**src/rtl/assert_macros.svh**
```systemverilog
// Assertion macros used by stable_insertion_sorter.
// Each macro samples on clk and is disabled while arst_n is low.
`ifndef ASSERT_MACROS_SVH
`define ASSERT_MACROS_SVH

// Checks a property on every rising edge of clk outside reset.
`define SIS_ASSERT(label, prop, msg) \
	label: assert property (@(posedge clk) disable iff (!arst_n) (prop)) else $error(msg);

// Checks that a condition holds in the cycle after a trigger.
`define SIS_ASSERT_NEXT(label, trig, prop, msg) \
	label: assert property (@(posedge clk) disable iff (!arst_n) (trig) |=> (prop)) \
		else $error(msg);

`endif

```
**src/rtl/sis_pkg.sv**
```systemverilog
// Package of the stable insertion sorter: store depth, field widths and types.
// Used by sis_cell, stable_insertion_sorter and the testbench; depends on nothing.
`default_nettype none

package sis_pkg;

	localparam int DEPTH       = 16;
	localparam int KEY_W       = 32;
	localparam int PAYLOAD_W   = 16;
	localparam int DATA_W      = KEY_W + PAYLOAD_W;

	typedef struct packed {
		logic [KEY_W-1:0]     key;
		logic [PAYLOAD_W-1:0] payload;
	} sis_entry_t;

	typedef struct packed {
		logic insert;
		logic drain;
	} sis_ctrl_t;

endpackage

`default_nettype wire

```
**src/rtl/sis_cell.sv**
```systemverilog
// One slot of the insertion chain: holds a key, its payload and a valid bit.
// Depends on sis_pkg for the entry and control types.
`default_nettype none

module sis_cell
	import sis_pkg::*;
(
	input  wire logic       clk,
	input  wire logic       arst_n,
	input  wire sis_ctrl_t  ctrl,
	input  wire sis_entry_t new_ent,
	input  wire sis_entry_t left_ent,
	input  wire logic       left_valid,
	input  wire logic       left_moves,
	input  wire sis_entry_t right_ent,
	input  wire logic       right_valid,
	output sis_entry_t      ent,
	output logic            valid,
	output logic            moves
);

	sis_entry_t ent_q;
	logic       valid_q;
	logic       greater;

	// An empty slot behaves as if it held a key above every input key.
	assign greater = valid_q && ($signed(ent_q.key) > $signed(new_ent.key));
	assign moves   = !valid_q || greater;
	assign ent     = ent_q;
	assign valid   = valid_q;

	always_ff @(posedge clk or negedge arst_n) begin
		if (!arst_n) begin
			valid_q <= 1'b0;
		end else if (ctrl.drain) begin
			valid_q <= right_valid;
		end else if (ctrl.insert) begin
			valid_q <= valid_q | left_valid;
		end
	end

	always_ff @(posedge clk) begin
		if (ctrl.drain) begin
			ent_q <= right_ent;
		end else if (ctrl.insert && moves) begin
			ent_q <= left_moves ? left_ent : new_ent;
		end
	end

endmodule

`default_nettype wire

```
**src/rtl/stable_insertion_sorter.sv**
```systemverilog
// Stable insertion sorter: a chain of DEPTH cells kept in ascending key order.
// Accepts one pair per cycle unless draining; each is inserted as it is taken, or dropped
// and flagged if the chain is full. After the end-marked pair, the set drains from cell 0
// at one result per cycle while m_axis_tready is high, starting in the next cycle.
// Reset (arst_n low, asynchronous) empties the chain and clears the overflow flag.
// Depends on sis_pkg, sis_cell and assert_macros.svh.
`default_nettype none
`include "assert_macros.svh"

module stable_insertion_sorter
	import sis_pkg::*;
(
	input  wire logic              clk,
	input  wire logic              arst_n,
	input  wire logic              s_axis_tvalid,
	output logic                   s_axis_tready,
	input  wire logic [DATA_W-1:0] s_axis_tdata,  // sort_key[31:0], payload[47:32]
	input  wire logic              s_axis_tlast,
	output logic                   m_axis_tvalid,
	input  wire logic              m_axis_tready,
	output logic [DATA_W-1:0]      m_axis_tdata,  // out_key[31:0], out_payload[47:32]
	output logic                   m_axis_tlast,
	output logic                   m_axis_tuser   // overflowed
);

	sis_entry_t       cell_ent   [DEPTH];
	logic [DEPTH-1:0] cell_valid;
	logic [DEPTH-1:0] cell_moves;
	sis_entry_t       new_ent;
	sis_ctrl_t        ctrl;
	logic             draining_q;
	logic             drop_q;
	logic             in_xfer;
	logic             out_xfer;
	logic             full;

	assign new_ent.key     = s_axis_tdata[KEY_W-1:0];
	assign new_ent.payload = s_axis_tdata[DATA_W-1:KEY_W];

	assign full          = cell_valid[DEPTH-1];
	assign s_axis_tready = !draining_q;
	assign in_xfer       = s_axis_tvalid && s_axis_tready;
	assign m_axis_tvalid = draining_q && cell_valid[0];
	assign out_xfer      = m_axis_tvalid && m_axis_tready;
	assign ctrl.insert   = in_xfer && !full;
	assign ctrl.drain    = out_xfer;

	assign m_axis_tdata = {cell_ent[0].payload, cell_ent[0].key};
	assign m_axis_tlast = !cell_valid[1];
	assign m_axis_tuser = drop_q;

	for (genvar i = 0; i < DEPTH; i++) begin : g_cell
		sis_entry_t left_ent;
		sis_entry_t right_ent;
		logic       left_valid;
		logic       left_moves;
		logic       right_valid;

		if (i == 0) begin : g_head
			assign left_ent   = new_ent;
			assign left_valid = 1'b1;
			assign left_moves = 1'b0;
		end else begin : g_body
			assign left_ent   = cell_ent[i-1];
			assign left_valid = cell_valid[i-1];
			assign left_moves = cell_moves[i-1];
		end

		if (i == DEPTH - 1) begin : g_tail
			assign right_ent   = cell_ent[i];
			assign right_valid = 1'b0;
		end else begin : g_inner
			assign right_ent   = cell_ent[i+1];
			assign right_valid = cell_valid[i+1];
		end

		sis_cell u_cell (
			.clk         (clk),
			.arst_n      (arst_n),
			.ctrl        (ctrl),
			.new_ent     (new_ent),
			.left_ent    (left_ent),
			.left_valid  (left_valid),
			.left_moves  (left_moves),
			.right_ent   (right_ent),
			.right_valid (right_valid),
			.ent         (cell_ent[i]),
			.valid       (cell_valid[i]),
			.moves       (cell_moves[i])
		);
	end

	always_ff @(posedge clk or negedge arst_n) begin
		if (!arst_n) begin
			draining_q <= 1'b0;
			drop_q     <= 1'b0;
		end else if (out_xfer && m_axis_tlast) begin
			draining_q <= 1'b0;
			drop_q     <= 1'b0;
		end else if (in_xfer) begin
			draining_q <= s_axis_tlast;
			if (full) begin
				drop_q <= 1'b1;
			end
		end
	end

	`SIS_ASSERT(a_valid_prefix,
		((cell_valid + {{(DEPTH-1){1'b0}}, 1'b1}) & cell_valid) == '0,
		"valid cells do not form a prefix of the chain")
	`SIS_ASSERT(a_drain_nonempty, !draining_q || cell_valid[0],
		"drain running on an empty chain")
	`SIS_ASSERT(a_head_ordered,
		!cell_valid[1] || ($signed(cell_ent[0].key) <= $signed(cell_ent[1].key)),
		"head of the chain is out of order")
	`SIS_ASSERT_NEXT(a_clear_after_final, out_xfer && m_axis_tlast,
		cell_valid == '0 && !drop_q && s_axis_tready,
		"chain not cleared after the final transfer")

endmodule

`default_nettype wire

```
**config.mk**
```make
export PLATFORM = sky130hd
export DESIGN_NAME = stable_insertion_sorter
export DESIGN_NICKNAME = d
export VERILOG_FILES = /design/src/rtl/sis_pkg.sv /design/src/rtl/sis_cell.sv /design/src/rtl/stable_insertion_sorter.sv
export VERILOG_INCLUDE_DIRS = /design/src /design/src/rtl
export SDC_FILE = /design/constraint.sdc
export NUM_CORES = 2
export LEC_CHECK = 0
export BUFFER_PORTS_ARGS = -buffer_cell sky130_fd_sc_hd__buf_2
export CAP_MARGIN = 5
export CORE_ASPECT_RATIO = 1.1
export CORE_MARGIN = 4
export CORE_UTILIZATION = 40
export DETAILED_ROUTE_END_ITERATION = 16
export SLEW_MARGIN = 20
export SYNTH_ARGS = -nofsm -noshare
export SYNTH_HDL_FRONTEND = slang
export SYNTH_SLANG_ARGS = --single-unit
```
**constraint.sdc**
```tcl
create_clock -name clk -period 8.4 [get_ports clk]
set_input_delay 1.68 -clock clk [delete_from_list [all_inputs] [get_ports clk]]
set_output_delay 1.68 -clock clk [all_outputs]
set_load 0.02 [all_outputs]
```
==> run metrics <==
placed insts 6,368; Switch Pwr 12.7 mW; CTS tree done; port bufs 104; drt drc 0; CP Cell Sequence buf_2, inv_1, ha_1, nand4_1, nor4_1, inv_1, nor3_1, a211o_1, and3_4, nand2_1, nand2_4, buf_4; FP Rows 136; Clock power frac 0.145; Seq/Total Area, Yosys 0.467; Final nets 5,337; WP data required 8.72 ns; initial antenna violation count 7; FF+latch count, synth 786; Mapped Cells 4,892; largest net degree at the start of global routing 167; Setup Viol. Count Final 0; cell family with most CP delay simple AND/OR/NAND/NOR gates; Yosys top cell area share 0.459; clk root buf clkbuf_16; hold_ws 0.519 ns; Post-CTS Resized 0; number of H-tree levels 3; FF-to-FF setup slack 2.77 ns; TritonCTS Buffers 90; Max VDD drop 0.308 mV; Final Max Tran Viols 0; Seq pwr share 0.357; Main synth FF type edfxtp_1; fmax 0.153 GHz; Core Area 125,000 sq um; count of cell types in the netlist 55; Crit path largest cell delay 0.95 ns; I/O pin count 105; pre-CTS setup slack 1.38 ns; post-route setup TNS 0 ns; max cap viols 0; cell taking the most area after synthesis edfxtp_1; CP Class in2reg; final hold violation count 0; first-pass GRT wire length 277,000 microns; die width 346 microns; RSZ-0062 raised after global routing false; Routed Antenna Nets 0; 1st-iter DRT viols 5,766; clk buf depth 3; crit path max fanout 40; Synth top cells by count 894 x nand2_1, 768 x edfxtp_1, 480 x ha_1, 417 x nand3_1, 351 x nor2_1; clk slew on worst S/H paths 0.06 ns; post-layout min period 6.51 ns; Post-synth EDFFs 768; routed len/inst 29.1 microns; critical path startpoint category primary input; Post-CTS Setup Inserts 0; Internal 15.0 mW; hold crit path type reg2reg; grt ovf 0; clk_lat worst skew 0.72 ns; hold_buf cts 0; Sw Share 0.459; Worst Setup Slack, final 1.89 ns; syn_nets 5,425; Worst Path Buf+Inv 4; Global Route Usage Sum 0.278; layout cell share with drive strength beyond 1 0.112; WL final 190,000 microns; post-route non-filler standard cell count 6,542; number of global-route vias before repair 40,100; clock skew 0.0433 ns; Vias/cell 6.55; Die ar. 131,000 sq um; Area contributors post-synth edfxtp_1 46%, ha_1 12%, nand2_1 6.7%; Comb pwr share 0.498; Slew @ Worst Pin 1.26 ns; drt pass-1 iters 8; die height 380 microns; P_leak 21.8 nW; syn_area_per_cell 10.3 sq um; critical path endpoint category flop; Area Growth Syn to Fin 10.1%; power per cell area 501 nW/um^2; CTS Sinks 786; CP max stage cell nor4_1; dpl hpwl 121,000 microns; Data arrival, critical path 6.83 ns; via count 42,800; Total Power 27.7 mW; GP Congestion 0.954; status finished clean; max_slew headroom 0.162; Ys Warns 0; initial core utilization 0.403; Async SR Flop Fraction 0.0229; fin crit share 0.776; Worst path most repeated cell inv_1; most numerous cell in the Yosys netlist nand2_1; synthesized area 50,300 sq um
## power by group through the flow
stage                     Combinational (mW)  Clock [mW]  Sequential (mW)
final                                   13.8        4.02             9.89
after global routing                    15.0        4.20             10.0
after CTS                               13.6        4.05             9.80
after detailed placement                13.6           0             9.84
after global placement                  13.2           0             9.86
after floorplan                         9.20           0             9.10
## cells by family (layout without fill, tap and decap cells)
logic type | count (synthesis) | after routing | synth area share
and+or+nand+nor | 1886 | 1886 | 0.163
AOI/OAI and AO/OA | 1126 | 1126 | 0.173
DFF | 786 | 786 | 0.467
adders and majority gates | 480 | 480 | 0.119
buffers and inverters | 420 | 409 | 0.0334
muxes | 194 | 194 | 0.0434
other | 0 | 5 | 0
## worst reg2reg max path, stage by stage, from the launching register on
cell and delay, ns:
edfxtp_1 0.58, ha_1 0.48, nand4_1 0.33, nor4_1 0.95, inv_1 0.13, nor3_1 0.64
a211o_1 0.22, and3_4 0.60, nand2_1 0.21, nand2_4 0.22, buf_4 0.78
## layout make-up
class                           count  area, sq um
Clock buffer                      104         2350
Clock inverter                     65          541
Fill cell                       11900        69500
Sequential cell                   786        23500
Antenna cell                        5         12.5
Timing Repair Buffer              172         1180
Tap cell                         1656         2070
Multi-Input combinational cell   3686        25500
Inverter                           68          258
## cells in the final DEF (no fill, tap or decap), types with 13 or more instances in the layout
master       n
nand2_1    885
edfxtp_1   768
ha_1       480
nand3_1    417
nor2_1     348
a221o_1    292
o211ai_1   259
mux2_2     192
a21oi_1    185
a22oi_1    145
buf_2      104
nand4_1     99
clkbuf_16   92
a21o_1      90
inv_1       67
o21ai_0     59
buf_4       56
nor2b_1     46
clkinv_2    27
nor3_1      20
dfrtp_1     18
clkinv_1    17
o21a_1      16
nor4_1      16
a211oi_1    13
## metal layers
metal / vias to the layer above / share of wire / wire length, microns / GRT usage
met5: - / 0.00014 / 27 / 0
met4: 4 / 0.058 / 11000 / 0.147
li1: 18700 / - / - / -
met2: 2531 / 0.44 / 84000 / 0.422
met3: 482 / 0.096 / 18200 / 0.0442
met1: 21100 / 0.41 / 77100 / 0.384
## stage by stage
step,util,cell area (sq um)
after floorplan,-,50300
after global placement,0.420,52500
after detailed placement,0.420,52500
after CTS,0.443,55400
after global routing,0.443,55400
final,0.443,55400
## final timing paths
| kind | endpoint | start | cells after the start |
|---|---|---|---|
| worst max-delay path | g_cell[0].u_cell.ent[15]$_DFFE_PP_ | s_axis_tdata[31] | 12 |
| worst min-delay path | m_axis_tuser$_DFFE_PN0P_ | m_axis_tuser$_DFFE_PN0P_ | 2 |
| worst max register to register | g_cell[0].u_cell.ent[15]$_DFFE_PP_ | g_cell[0].u_cell.ent[47]$_DFFE_PP_ | 10 |
| worst min register to register | m_axis_tuser$_DFFE_PN0P_ | m_axis_tuser$_DFFE_PN0P_ | 2 |
| max in group asynchronous | g_cell[5].u_cell.valid$_DFFE_PN0P_ | arst_n | 1 |
| min in group asynchronous | m_axis_tuser$_DFFE_PN0P_ | arst_n | 1 |
## sequential cells by signal, indices dropped and copies added (netlist names)
| register | flops |
|---|---|
| m_axis_tuser | 1 |
| g_cell.u_cell.ent | 768 |
| draining_q | 1 |
| g_cell.u_cell.valid | 16 |
Power figures use the tool's default switching activity.
